===== src/rtl/pcx_rle_pkg.sv =====
package pcx_rle_pkg;

  // Configuration port
  localparam int unsigned CFG_IDX_W  = 3;
  localparam int unsigned CFG_DATA_W = 17;

  localparam logic [CFG_IDX_W-1:0] REG_RLE_ENABLE = 3'd0;
  localparam logic [CFG_IDX_W-1:0] REG_PIXEL_BITS = 3'd1;
  localparam logic [CFG_IDX_W-1:0] REG_PLANE_CNT  = 3'd2;
  localparam logic [CFG_IDX_W-1:0] REG_BPL        = 3'd3;
  localparam logic [CFG_IDX_W-1:0] REG_WIDTH      = 3'd4;
  localparam logic [CFG_IDX_W-1:0] REG_HEIGHT     = 3'd5;

  // Marker byte decoding
  localparam logic [7:0] MARKER_MASK = 8'hC0;
  localparam logic [5:0] COUNT_MASK  = 6'h3F;

  // Command queue depth between front and back
  localparam int unsigned CMD_DEPTH = 2;

  typedef struct packed {
    logic        rle_enable;
    logic [1:0]  pixel_bits_code;
    logic [2:0]  plane_count;
    logic [15:0] bytes_per_plane_line;
    logic [16:0] image_width;
    logic [16:0] image_height;
  } cfg_t;

  // One byte to repeat count times (a literal has count one)
  typedef struct packed {
    logic [7:0] value;
    logic [5:0] count;
  } cmd_t;

  typedef struct packed {
    logic [7:0]  pixel_byte;
    logic [1:0]  plane_index;
    logic [15:0] line_number;
    logic [18:0] first_column;
    logic [3:0]  valid_pixels;
    logic        line_end;
    logic        image_end;
    logic        run_end;
    logic        run_error;
  } res_t;

endpackage


===== src/rtl/pcx_rle_front.sv =====
module pcx_rle_front import pcx_rle_pkg::*; (
  input  logic       clk_i,
  input  logic       rst_ni,
  input  logic       rle_enable_i,
  input  logic       push_i,
  input  logic [7:0] data_byte_i,
  input  logic       q_full_i,
  output logic       q_push_o,
  output cmd_t       q_data_o
);

  logic       await_q, await_d;
  logic [5:0] count_q, count_d;
  logic       take;

  assign take = push_i && !q_full_i;

  // Classify the byte: marker, run value or literal
  always_comb begin
    await_d  = await_q;
    count_d  = count_q;
    q_push_o = 1'b0;
    q_data_o = '{value: data_byte_i, count: 6'd1};
    if (take) begin
      if (await_q) begin
        await_d  = 1'b0;
        count_d  = '0;
        q_data_o = '{value: data_byte_i, count: count_q};
        q_push_o = (count_q != 6'd0);
      end else if (rle_enable_i && ((data_byte_i & MARKER_MASK) == MARKER_MASK)) begin
        await_d = 1'b1;
        count_d = data_byte_i[5:0] & COUNT_MASK;
      end else begin
        q_push_o = 1'b1;
      end
    end
  end

  always_ff @(posedge clk_i or negedge rst_ni) begin
    if (!rst_ni) begin
      await_q <= 1'b0;
      count_q <= '0;
    end else begin
      await_q <= await_d;
      count_q <= count_d;
    end
  end

endmodule


===== src/rtl/pcx_rle_cmdq.sv =====
module pcx_rle_cmdq import pcx_rle_pkg::*; #(
  parameter int unsigned Depth = CMD_DEPTH
) (
  input  logic clk_i,
  input  logic rst_ni,
  input  logic push_i,
  input  cmd_t wdata_i,
  output logic full_o,
  input  logic pop_i,
  output cmd_t rdata_o,
  output logic empty_o
);

  localparam int unsigned PtrW = $clog2(Depth);
  localparam int unsigned CntW = $clog2(Depth + 1);

  cmd_t            mem_q [Depth];
  logic [PtrW-1:0] wr_ptr_q, rd_ptr_q;
  logic [CntW-1:0] cnt_q;
  logic            do_push, do_pop;

  assign full_o  = (cnt_q == CntW'(Depth));
  assign empty_o = (cnt_q == '0);
  assign do_push = push_i && !full_o;
  assign do_pop  = pop_i && !empty_o;
  assign rdata_o = mem_q[rd_ptr_q];

  // Storage
  always_ff @(posedge clk_i) begin
    if (do_push) begin
      mem_q[wr_ptr_q] <= wdata_i;
    end
  end

  // Pointers and fill level
  always_ff @(posedge clk_i or negedge rst_ni) begin
    if (!rst_ni) begin
      wr_ptr_q <= '0;
      rd_ptr_q <= '0;
      cnt_q    <= '0;
    end else begin
      if (do_push) begin
        wr_ptr_q <= (wr_ptr_q == PtrW'(Depth - 1)) ? '0 : wr_ptr_q + PtrW'(1);
      end
      if (do_pop) begin
        rd_ptr_q <= (rd_ptr_q == PtrW'(Depth - 1)) ? '0 : rd_ptr_q + PtrW'(1);
      end
      if (do_push && !do_pop) begin
        cnt_q <= cnt_q + CntW'(1);
      end else if (do_pop && !do_push) begin
        cnt_q <= cnt_q - CntW'(1);
      end
    end
  end

endmodule


===== src/rtl/pcx_rle_back.sv =====
module pcx_rle_back import pcx_rle_pkg::*; (
  input  logic clk_i,
  input  logic rst_ni,
  input  cfg_t cfg_i,
  input  logic q_empty_i,
  input  cmd_t q_head_i,
  output logic q_pop_o,
  output logic empty_o,
  input  logic pop_i,
  output res_t res_o
);

  // Run and position state
  logic        busy_q, busy_d;
  logic [5:0]  rem_q, rem_d;
  logic [7:0]  val_q, val_d;
  logic [15:0] bp_q, bp_d;
  logic [1:0]  cp_q, cp_d;
  logic [15:0] cl_q, cl_d;
  logic        halted_q, halted_d;
  logic        out_valid_q, out_valid_d;
  res_t        res_q, res_d;

  // Effective configuration
  logic [15:0] bpl;
  logic [2:0]  planes;
  logic [16:0] height;
  logic [3:0]  ppb;
  logic [1:0]  col_shift;

  // Per-byte tags
  logic [18:0] col;
  logic [18:0] width_ext;
  logic [18:0] col_room;
  logic [3:0]  valid;
  logic [2:0]  cp_next;
  logic        plane_done, line_done, image_done;

  // Room left in the line
  logic [15:0] in_plane;
  logic [2:0]  later;
  logic [17:0] left;
  logic        overflow;

  // Sequencing
  logic        out_free, start, step, emit;
  logic [7:0]  emit_val;
  logic        emit_last;

  always_comb begin
    bpl = (cfg_i.bytes_per_plane_line == 16'd0) ? 16'd1 : cfg_i.bytes_per_plane_line;
    if (cfg_i.plane_count == 3'd0) begin
      planes = 3'd1;
    end else if (cfg_i.plane_count > 3'd4) begin
      planes = 3'd4;
    end else begin
      planes = cfg_i.plane_count;
    end
    if (cfg_i.image_height == 17'd0) begin
      height = 17'd1;
    end else if (cfg_i.image_height > 17'h10000) begin
      height = 17'h10000;
    end else begin
      height = cfg_i.image_height;
    end
    ppb       = 4'd8 >> cfg_i.pixel_bits_code;
    col_shift = 2'd3 - cfg_i.pixel_bits_code;
  end

  // Column, visible pixels and end-of-plane/line/image flags
  always_comb begin
    col       = 19'(bp_q) << col_shift;
    width_ext = 19'(cfg_i.image_width);
    col_room  = width_ext - col;
    if (col < width_ext) begin
      valid = (col_room > 19'(ppb)) ? ppb : col_room[3:0];
    end else begin
      valid = 4'd0;
    end
    cp_next    = 3'(cp_q) + 3'd1;
    plane_done = (17'(bp_q) + 17'd1) >= 17'(bpl);
    line_done  = plane_done && (cp_next >= planes);
    image_done = line_done && ((17'(cl_q) + 17'd1) >= height);
  end

  // Bytes left in the line, current byte included
  always_comb begin
    in_plane = (bp_q < bpl) ? (bpl - bp_q) : 16'd1;
    later    = (cp_next < planes) ? (planes - cp_next) : 3'd0;
    left     = 18'(in_plane)
             + (later[0] ? 18'(bpl) : 18'd0)
             + (later[1] ? (18'(bpl) << 1) : 18'd0);
    overflow = 18'(q_head_i.count) > left;
  end

  // Run sequencing and output register
  always_comb begin
    out_free  = !out_valid_q || pop_i;
    start     = !busy_q && !q_empty_i && !halted_q && out_free;
    step      = busy_q && out_free;
    emit      = step || (start && !overflow);
    emit_val  = busy_q ? val_q : q_head_i.value;
    emit_last = busy_q ? (rem_q == 6'd1) : (q_head_i.count == 6'd1);
    q_pop_o   = !q_empty_i && (halted_q || (!busy_q && out_free));

    busy_d      = busy_q;
    rem_d       = rem_q;
    val_d       = val_q;
    bp_d        = bp_q;
    cp_d        = cp_q;
    cl_d        = cl_q;
    halted_d    = halted_q;
    out_valid_d = out_valid_q;
    res_d       = res_q;

    if (start && overflow) begin
      res_d           = '0;
      res_d.run_end   = 1'b1;
      res_d.run_error = 1'b1;
      halted_d        = 1'b1;
      out_valid_d     = 1'b1;
    end else if (emit) begin
      res_d.pixel_byte   = emit_val;
      res_d.plane_index  = cp_q;
      res_d.line_number  = cl_q;
      res_d.first_column = col;
      res_d.valid_pixels = valid;
      res_d.line_end     = line_done;
      res_d.image_end    = image_done;
      res_d.run_end      = emit_last;
      res_d.run_error    = 1'b0;
      out_valid_d        = 1'b1;
      if (!plane_done) begin
        bp_d = bp_q + 16'd1;
      end else begin
        bp_d = '0;
        if (!line_done) begin
          cp_d = cp_q + 2'd1;
        end else begin
          cp_d = '0;
          cl_d = image_done ? 16'd0 : cl_q + 16'd1;
        end
      end
      if (start) begin
        busy_d = !emit_last;
        rem_d  = q_head_i.count - 6'd1;
        val_d  = q_head_i.value;
      end else begin
        busy_d = !emit_last;
        rem_d  = rem_q - 6'd1;
      end
    end else if (pop_i) begin
      out_valid_d = 1'b0;
    end
  end

  always_ff @(posedge clk_i or negedge rst_ni) begin
    if (!rst_ni) begin
      busy_q      <= 1'b0;
      rem_q       <= '0;
      bp_q        <= '0;
      cp_q        <= '0;
      cl_q        <= '0;
      halted_q    <= 1'b0;
      out_valid_q <= 1'b0;
    end else begin
      busy_q      <= busy_d;
      rem_q       <= rem_d;
      bp_q        <= bp_d;
      cp_q        <= cp_d;
      cl_q        <= cl_d;
      halted_q    <= halted_d;
      out_valid_q <= out_valid_d;
    end
  end

  // Payload registers
  always_ff @(posedge clk_i) begin
    val_q <= val_d;
    res_q <= res_d;
  end

  assign empty_o = !out_valid_q;
  assign res_o   = res_q;

endmodule


===== src/rtl/pcx_rle_scanline_decoder.sv =====
// A literal or run value byte passes the command queue, then the output register.
// Throughput: one result per cycle while the output register is free or popped; a run
// of n bytes gives n results; the back end writes one byte per cycle into that register.
// A 2-entry command queue lets markers and literals keep arriving while a run expands.
// Reset: rst_ni asynchronous active low; clears counters, halt flag, command queue and
// loads the register defaults. A run error halts the block until the next reset.
module pcx_rle_scanline_decoder import pcx_rle_pkg::*; #(
  parameter int unsigned CmdDepth = CMD_DEPTH
) (
  input  logic                  clk_i,
  input  logic                  rst_ni,
  // Configuration writes
  input  logic                  cfg_we_i,
  input  logic [CFG_IDX_W-1:0]  cfg_idx_i,
  input  logic [CFG_DATA_W-1:0] cfg_data_i,
  // Byte input
  input  logic                  push,
  output logic                  full,
  input  logic [7:0]            data_byte_i,
  // Result output
  output logic                  empty,
  input  logic                  pop,
  output logic [7:0]            pixel_byte_o,
  output logic [1:0]            plane_index_o,
  output logic [15:0]           line_number_o,
  output logic [18:0]           first_column_o,
  output logic [3:0]            valid_pixels_o,
  output logic                  line_end_o,
  output logic                  image_end_o,
  output logic                  run_end_o,
  output logic                  run_error_o
);

  cfg_t cfg_q;
  cmd_t push_cmd, head_cmd;
  logic q_push, q_full, q_pop, q_empty;
  res_t res;

  // Configuration registers
  always_ff @(posedge clk_i or negedge rst_ni) begin
    if (!rst_ni) begin
      cfg_q.rle_enable           <= 1'b1;
      cfg_q.pixel_bits_code      <= 2'd3;
      cfg_q.plane_count          <= 3'd1;
      cfg_q.bytes_per_plane_line <= 16'd1;
      cfg_q.image_width          <= 17'd1;
      cfg_q.image_height         <= 17'd1;
    end else if (cfg_we_i) begin
      case (cfg_idx_i)
        REG_RLE_ENABLE: cfg_q.rle_enable           <= cfg_data_i[0];
        REG_PIXEL_BITS: cfg_q.pixel_bits_code      <= cfg_data_i[1:0];
        REG_PLANE_CNT:  cfg_q.plane_count          <= cfg_data_i[2:0];
        REG_BPL:        cfg_q.bytes_per_plane_line <= cfg_data_i[15:0];
        REG_WIDTH:      cfg_q.image_width          <= cfg_data_i[16:0];
        REG_HEIGHT:     cfg_q.image_height         <= cfg_data_i[16:0];
        default: ;
      endcase
    end
  end

  pcx_rle_front u_front (
    .clk_i        (clk_i),
    .rst_ni       (rst_ni),
    .rle_enable_i (cfg_q.rle_enable),
    .push_i       (push),
    .data_byte_i  (data_byte_i),
    .q_full_i     (q_full),
    .q_push_o     (q_push),
    .q_data_o     (push_cmd)
  );

  pcx_rle_cmdq #(
    .Depth (CmdDepth)
  ) u_cmdq (
    .clk_i   (clk_i),
    .rst_ni  (rst_ni),
    .push_i  (q_push),
    .wdata_i (push_cmd),
    .full_o  (q_full),
    .pop_i   (q_pop),
    .rdata_o (head_cmd),
    .empty_o (q_empty)
  );

  pcx_rle_back u_back (
    .clk_i     (clk_i),
    .rst_ni    (rst_ni),
    .cfg_i     (cfg_q),
    .q_empty_i (q_empty),
    .q_head_i  (head_cmd),
    .q_pop_o   (q_pop),
    .empty_o   (empty),
    .pop_i     (pop),
    .res_o     (res)
  );

  assign full           = q_full;
  assign pixel_byte_o   = res.pixel_byte;
  assign plane_index_o  = res.plane_index;
  assign line_number_o  = res.line_number;
  assign first_column_o = res.first_column;
  assign valid_pixels_o = res.valid_pixels;
  assign line_end_o     = res.line_end;
  assign image_end_o    = res.image_end;
  assign run_end_o      = res.run_end;
  assign run_error_o    = res.run_error;

endmodule


===== config.mk =====
export PLATFORM = sky130hd
export DESIGN_NAME = pcx_rle_scanline_decoder
export DESIGN_NICKNAME = d
export VERILOG_FILES = /design/src/rtl/pcx_rle_pkg.sv /design/src/rtl/pcx_rle_front.sv /design/src/rtl/pcx_rle_cmdq.sv /design/src/rtl/pcx_rle_back.sv /design/src/rtl/pcx_rle_scanline_decoder.sv
export SDC_FILE = /design/constraint.sdc
export NUM_CORES = 1
export LEC_CHECK = 0
export BUFFER_PORTS_ARGS = -buffer_cell sky130_fd_sc_hd__buf_2
export CAP_MARGIN = 20
export CORE_UTILIZATION = 45
export DETAILED_ROUTE_END_ITERATION = 8
export GPL_TIMING_DRIVEN = 1
export MAX_ROUTING_LAYER = met4
export PLACE_DENSITY_LB_ADDON = 0.05
export SYNTH_ARGS = -nofsm -noshare
export SYNTH_HDL_FRONTEND = slang
export SYNTH_HIERARCHICAL = 1
export SYNTH_SLANG_ARGS = --single-unit

===== constraint.sdc =====
create_clock -name clk_i -period 18.51 [get_ports clk_i]
set_clock_uncertainty 0.2 [all_clocks]
set_input_delay 2.7765 -clock clk_i [delete_from_list [all_inputs] [get_ports clk_i]]
set_output_delay 2.7765 -clock clk_i [all_outputs]
set_load 0.05 [all_outputs]

# --- Word level (Yosys, flattened, before mapping) ---
# Memory sizes are Yosys's and may differ from the RTL's.
# Cells that the tools add are included.
totals:
  ff_bits: 171
  mem_bits_rw: 28
  input_bits: 33
  wordCells: 152
  n_memories: 1
op_classes:
  n_addsub: 18
  n_lt_le_gt_ge: 10
  n_eq_ne: 9
  shift: 2
  mux: 35
  bitwise: 1
  n_reduce_logical: 48
mem_list:
  columns: ["name", "depth", "word_bits", "rd", "rd_ports_with_merged_regs", "wr", "line_no", "source"]
  rows:
  - ["u_cmdq.mem_q", 2, 14, 1, 0, 1, "pcx_rle_cmdq.sv:17", "cmd_t mem_q [Depth];"]
op_table:
  columns: ["op", "n"]
  rows:
  - ["$mux W16", 5]
  - ["$mux W17", 3]
  - ["$add A16 B1 Y17 const B", 2]
  - ["$add A16 B1 Y16 const B", 2]
  - ["$mux W6", 5]
  - ["$gt A19 B4 Y1", 1]
  - ["$lt A19 B17 Y1", 1]
  - ["$shl A16 B2 Y19", 1]
  - ["$sub A17 B19 Y19", 1]
  - ["$add A16 B18 Y18", 1]
  - ["$add A18 B18 Y18", 1]
  - ["$gt A6 B18 Y1", 1]
  - ["$ge A17 B16 Y1", 1]
  - ["$ge A17 B17 Y1", 1]
  - ["$gt A17 B17 Y1 const B", 1]
  - ["$logic_not A17 Y1", 1]
  - ["$logic_and A1 B1 Y1", 16]
  - ["$logic_not A16 Y1", 1]
  - ["$lt A16 B16 Y1", 1]
  - ["$reduce_and A2 Y1", 8]
  - ["$sub A16 B16 Y16", 1]
  - ["$mux W1", 13]
  - ["$eq A6 B1 Y1 const B", 2]
  - ["$sub A6 B1 Y6 const B", 2]
  - ["other kinds (28)", 51]

# --- Logic depth before layout (Yosys ltp) ---
logic_depth:
  depth_word: 14
  depth_mapped: 34

# --- Hierarchy ---
# Netlist, hierarchy kept.
modules_own_cells:
  columns: ["module", "instances", "cells_each", "area_each_um2"]
  rows:
  - ["pcx_rle_back", 1, 1219, 9725.6]
  - ["pcx_rle_scanline_decoder", 1, 122, 2159.6]
  - ["pcx_rle_cmdq", 1, 63, 1260.0]
  - ["pcx_rle_front", 1, 58, 546.8]

# --- Least setup slack after synthesis ---
# Ideal clock, no wire load.
synth_path:
  path_type: "flip-flop to flip-flop"
  start: "register cfg_q[42] in the netlist's numbering"
  end: "register u_back.res_q, in the netlist u_back/res_o[16]"
  setup_time_ns: 0.125
  t_arrival_ns: 6.873
  setup_slack_ns: 11.312
  path_stages_with_launch: 33
  n_path_buf: 2
  period_less_slack_ns: 7.198
  cell_sequence: "dfrtp_1 -> nor4_1 -> a41oi_1 -> ha_1 -> fa_1 -> nor2b_1 -> o21ai_0 -> a21boi_0 -> o211a_1 -> o2111ai_1 -> a31oi_1 -> a221oi_1 -> nor2_1 -> clkbuf_1 -> nand2_1 -> fa_1 -> inv_1 -> ha_1 -> a21oi_2 -> inv_1 -> a21oi_1 -> xor2_1 -> ha_1 -> nand4_1 -> o32ai_1 -> nor3_1 -> o2111ai_1 -> or4_4 -> nor4_4 -> a21oi_2 -> nor2_2 -> clkbuf_1 -> o21ai_0"
synth_via:
  elab_chain_len: 10
synth_lines:
  columns: ["item", "line_no", "source"]
  rows:
  - ["start: declaration", "pcx_rle_scanline_decoder.sv:34", "cfg_t cfg_q;"]
  - ["$logic_not A16 Y1", "pcx_rle_back.sv:51", "bpl = (cfg_i.bytes_per_plane_line == 16'd0) ? 16'd1 : cfg_i.bytes_per_plane_line;"]
  - ["$mux W16 (*)", "pcx_rle_back.sv:51", null]
  - ["$sub A16 B16 Y16 or $lt A16 B16 Y1 (tied branches)", "pcx_rle_back.sv:88", "in_plane = (bp_q < bpl) ? (bpl - bp_q) : 16'd1;"]
  - ["$mux W16", "pcx_rle_back.sv:88", null]
  - ["$add A16 B18 Y18", "pcx_rle_back.sv:91", "+ (later[0] ? 18'(bpl) : 18'd0)"]
  - ["$add A18 B18 Y18 (*)", "pcx_rle_back.sv:92", "+ (later[1] ? (18'(bpl) << 1) : 18'd0);"]
  - ["$gt A6 B18 Y1 (*)", "pcx_rle_back.sv:93", "overflow = 18'(q_head_i.count) > left;"]
  - ["$logic_not A1 Y1", "pcx_rle_back.sv:101", "emit = step || (start && !overflow);"]
  - ["$logic_and A1 B1 Y1", "pcx_rle_back.sv:101", null]
  - ["$logic_or A1 B1 Y1", "pcx_rle_back.sv:101", null]
  - ["end signal: assignment", "pcx_rle_back.sv:180", "res_q <= res_d;"]
  - ["end: declaration", "pcx_rle_back.sv:22", "res_t res_q, res_d;"]
# Every way passes the cells marked *; elsewhere a longest branch is shown, timed or not.
# A chain may end at the register's enable or synchronous reset.

# --- Final worst setup path ---
layout_path:
  start: "register cfg_q[42] in the netlist's numbering"
  end: "register u_back.bp_q[7]"
layout_via:
  elab_chain_len: 11
layout_lines:
  columns: ["item", "line_no", "source"]
  rows:
  - ["$logic_not A16 Y1", "pcx_rle_back.sv:51", null]
  - ["$mux W16 (*)", "pcx_rle_back.sv:51", null]
  - ["$sub A16 B16 Y16 or $lt A16 B16 Y1 (tied branches)", "pcx_rle_back.sv:88", null]
  - ["$mux W16", "pcx_rle_back.sv:88", null]
  - ["$add A16 B18 Y18", "pcx_rle_back.sv:91", null]
  - ["$add A18 B18 Y18", "pcx_rle_back.sv:92", null]
  - ["$gt A6 B18 Y1", "pcx_rle_back.sv:93", null]
  - ["$logic_not A1 Y1", "pcx_rle_back.sv:101", null]
  - ["$logic_and A1 B1 Y1", "pcx_rle_back.sv:101", null]
  - ["$logic_or A1 B1 Y1", "pcx_rle_back.sv:101", null]
  - ["$reduce_and A2 Y1 (no line)", null, null]
  - ["end signal: assignment", "pcx_rle_back.sv:169", "bp_q <= bp_d;"]
  - ["end: declaration", "pcx_rle_back.sv:17", "logic [15:0] bp_q, bp_d;"]
# Marked as above.

==> reports/metrics.json <==
{
  "grtUsageMet1": {"value": 0.3504},
  "cts_inserted_buffers": {"value": 17},
  "post_cts_resized": {"value": 0},
  "hold_ws": {"value": 0.2505, "unit": "ns"},
  "timing.critical_path.arrival": {"value": 9.41, "unit": "ns"},
  "cts_hold_buf": {"value": 0},
  "root_buffer": {"value": "sky130_fd_sc_hd__clkbuf_16"},
  "crit_path_end": {"value": "u_back/bp_q[7]$_DFFE_PN0P_"},
  "detail_route.drc_violations": {"value": 0},
  "nFillCells": {"value": 2875},
  "worst_r2r_path_depth": {"value": 31},
  "static-leakage-power": {"value": 6.787, "unit": "nW"},
  "finalMaxSlewViolations": {"value": 0},
  "insertedDiodeCount": {"value": 0},
  "area_delta_synth_final": {"value": 8.480, "unit": "%"},
  "synth_top_flop_cell": {"value": "sky130_fd_sc_hd__dfrtp_1"},
  "drt_iter0_markers": {"value": 683},
  "cp.required": {"value": 18.62, "unit": "ns"},
  "critical_path.reg2reg.startpoint": {"value": "cfg_q[42]$_DFFE_PN0P_"},
  "critical_path.startpoint": {"value": "cfg_q[42]$_DFFE_PN0P_"},
  "ys_ff_latch": {"value": 199},
  "report.final.setup_viol": {"value": 0},
  "ys_seq_area_frac": {"value": 0.3581},
  "ys_async_sr_fraction": {"value": 0.5528},
  "path_common_cell": {"value": "sky130_fd_sc_hd__ha_1"},
  "result_of_the_run": {"value": "finished, final reports clean"},
  "avgViaCountPerCell": {"value": 5.722},
  "met2_usage": {"value": 0.3914},
  "synth_cells": {"value": 1462},
  "reg2reg_slack": {"value": 9.21, "unit": "ns"},
  "critPathSlowestCell": {"value": "sky130_fd_sc_hd__and2_1"},
  "placement.io_buffers": {"value": 87},
  "htree_num_levels": {"value": 4},
  "later_pin_clock_latency_in_the_skew_report": {"value": 0.44, "unit": "ns"},
  "post_route_fraction_of_the_period_consumed_by_the_critical_path": {"value": 0.5024},
  "regArea": {"value": 4903, "unit": "sq um"},
  "clock_sinks": {"value": 199},
  "cts_max_path_buffers": {"value": 2},
  "routability_driven_placement_congestion_ratio": {"value": 0.9279},
  "vias": {"value": 10890},
  "mappedNetlistNets": {"value": 1618},
  "hold_path_startpoint": {"value": "u_back/res_o[17]$_SDFFE_PP0P_"},
  "power_density": {"value": 100.7, "unit": "nW/um^2"},
  "grt_util_all_layers": {"value": 0.2526},
  "die_width": {"value": 176.4, "unit": "microns"},
  "vdd_drop_max": {"value": 0.05420, "unit": "mV"},
  "grt_max_degree": {"value": 84},
  "gr-usage-met3": {"value": 0.02907},
  "dieHeight": {"value": 176.4, "unit": "microns"},
  "syn-mean-instance-area": {"value": 9.365, "unit": "sq um"},
  "layout.nets": {"value": 1657},
  "layout-drive-gt1-share": {"value": 0.1645},
  "critical_path_peak_fanout": {"value": 23},
  "multiInputGateArea": {"value": 7954, "unit": "sq um"},
  "fmaxAchievable": {"value": 0.1075, "unit": "GHz"},
  "synth.yosys.warnings": {"value": 6},
  "die-area": {"value": 31130, "unit": "sq um"},
  "io-pin-count": {"value": 88},
  "r2r-end": {"value": "u_back/bp_q[7]$_DFFE_PN0P_"},
  "report.final.hold_viol_count": {"value": 0},
  "synth_largest_area_cell": {"value": "sky130_fd_sc_hd__dfrtp_1"},
  "postCtsSetupBuffers": {"value": 0},
  "cp_capture_type": {"value": "register"},
  "drv.max_cap_violation_count": {"value": 0},
  "synth.area.top_cells": {"value": "sky130_fd_sc_hd__dfrtp_1 19%, sky130_fd_sc_hd__ha_1 9.6%, sky130_fd_sc_hd__edfxtp_1 7.9%, sky130_fd_sc_hd__dfxtp_1 7.7%, sky130_fd_sc_hd__mux2_2 6.0%"},
  "dp.final_hpwl": {"value": 28970, "unit": "microns"},
  "cp-start-kind": {"value": "register"},
  "globalRoute.busiestLayer": {"value": "met2"},
  "tritoncts_clock_tree": {"value": "yes"},
  "worst_hold_path_type": {"value": "reg -> reg"},
  "final_period_demand_of_the_worst_path": {"value": 9.300, "unit": "ns"},
  "rows": {"value": 63},
  "detailed_routing_iteration_count_for_the_pre_antenna_repair_pass": {"value": 5},
  "critical_path.max_stage_delay": {"value": 0.70, "unit": "ns"},
  "grt_pass1_vias": {"value": 10390},
  "p_total": {"value": 1.496, "unit": "mW"},
  "synth_enable_flop_cells": {"value": 36},
  "synth_cell_types": {"value": 86},
  "syn-cell-area": {"value": 13690, "unit": "sq um"},
  "routed_wirelength": {"value": 37290, "unit": "microns"},
  "initial_utilization": {"value": 0.4595},
  "whs_path_depth": {"value": 2},
  "grt_antenna_before_repair": {"value": 3},
  "clk_transition_reported_paths": {"value": 0.08, "unit": "ns"},
  "grt_pass1_wl": {"value": 59050, "unit": "microns"},
  "wire_per_inst": {"value": 19.59, "unit": "microns"},
  "detail_route_antenna_nets": {"value": 0},
  "path_class": {"value": "reg -> reg"},
  "max-slew-margin-rel": {"value": 0.2929},
  "coreArea": {"value": 29800, "unit": "sq um"},
  "synth_top_cell_area_share": {"value": 0.1882},
  "max_slew.worst_pin.slew": {"value": 1.060, "unit": "ns"},
  "rsz0062_at_grt": {"value": "false"},
  "fin_setup_tns": {"value": 0, "unit": "ns"},
  "grt_overflow_total": {"value": 0}
}
registers in the layout, summed over array words and instances, names as in the netlist, 2 cells and up:
register	count
u_back/cl_q	16
u_back/bp_q	16
cfg_q	56
u_back/rem_q	6
u_cmdq/cnt_q	2
u_back/res_o	53
u_back/val_q	8
u_back/cp_q	2
u_front/count_q	6
u_cmdq/mem_q	28
routing by layer:
metal,routed length [microns],vias to the layer above
li1,-,5305
met1,18060,5295
met2,17130,262
met3,1473,32
met4,631,0
met5,0,-
metrics by stage:
step / instances / area, sq um / utilization / worst slack, ns
floorplan: 1462 / 13690 / - / 11.31
global placement: 1872 / 14270 / 0.4788 / 9.370
detailed placement: 1872 / 14270 / 0.4788 / 9.177
CTS: 1904 / 14850 / 0.4985 / 9.153
global route: 1904 / 14850 / 0.4985 / 8.518
finish: 1904 / 14850 / 0.4985 / 9.210
power breakdown:
part / internal, mW / total [mW] / switching, mW
sequential: 0.502 / 0.562 / 0.0592
combinational: 0.229 / 0.563 / 0.333
clock: 0.182 / 0.371 / 0.190
total: 0.914 / 1.50 / 0.582
cells in the mapped netlist, types with 22 or more instances:
master and count:
sky130_fd_sc_hd__nand2_1 160, sky130_fd_sc_hd__inv_1 109, sky130_fd_sc_hd__o21ai_0 108, sky130_fd_sc_hd__ha_1 105
sky130_fd_sc_hd__dfrtp_1 103, sky130_fd_sc_hd__nor2_1 77, sky130_fd_sc_hd__mux2_2 73, sky130_fd_sc_hd__dfxtp_1 53
sky130_fd_sc_hd__a21oi_1 50, sky130_fd_sc_hd__xnor2_1 45, sky130_fd_sc_hd__nand3_1 43, sky130_fd_sc_hd__clkbuf_1 39
sky130_fd_sc_hd__nor3_1 37, sky130_fd_sc_hd__edfxtp_1 36, sky130_fd_sc_hd__mux2i_1 26, sky130_fd_sc_hd__a22o_1 22
worst max-delay path, delay by kind of cell, from the launching register on:
kind            cells  cell delay, ns
simple gates       10            3.69
compound gates     12            2.21
fa+ha+maj           5            1.90
buf+inv             3            0.51
flops               1            0.45
xor+xnor            1            0.19
logic make-up after synthesis:
| group | count (synthesis) | share of synthesized area |
|---|---|---|
| adder cells (fa/ha/maj) | 123 | 0.1223 |
| buffers and inverters | 186 | 0.06150 |
| flip-flops | 199 | 0.3581 |
| AND/OR/NAND/NOR | 462 | 0.1704 |
| XOR/XNOR | 65 | 0.04158 |
| multiplexers | 108 | 0.08892 |
| AO/OA/AOI/OAI | 319 | 0.1572 |
worst min-delay path by stage:
stage,to
after floorplan,u_cmdq/wr_ptr_q$_DFFE_PN0N_
after global placement,u_back/res_o[0]$_SDFFE_PP1P_
after detailed placement,u_back/res_o[17]$_SDFFE_PP0P_
after CTS,u_back/res_o[17]$_SDFFE_PP0P_
after global routing,u_back/res_o[3]$_SDFFE_PP0P_
final,u_back/res_o[17]$_SDFFE_PP0P_
cell type report:
type,instances,area share
clock inverter,14,0.01053
inverter,109,0.02755
tap,390,0.03285
timing repair buffer,97,0.03454
sequential,199,0.3301
clock buffer,18,0.02889
multi-input combinational,1077,0.5355
placed cells by master, fill, tap and decap left out, types with 37 or more instances in the layout:
cell type,netlist,routed
sky130_fd_sc_hd__buf_2,12,86
sky130_fd_sc_hd__nand2_1,160,160
sky130_fd_sc_hd__dfrtp_1,103,103
sky130_fd_sc_hd__mux2_2,73,73
sky130_fd_sc_hd__ha_1,105,105
sky130_fd_sc_hd__xnor2_1,45,45
sky130_fd_sc_hd__nand3_1,43,43
sky130_fd_sc_hd__nor3_1,37,37
sky130_fd_sc_hd__o21ai_0,108,108
sky130_fd_sc_hd__dfxtp_1,53,53
sky130_fd_sc_hd__inv_1,109,109
sky130_fd_sc_hd__nor2_1,77,76
sky130_fd_sc_hd__a21oi_1,50,50
(Power assumes the default switching activity.)
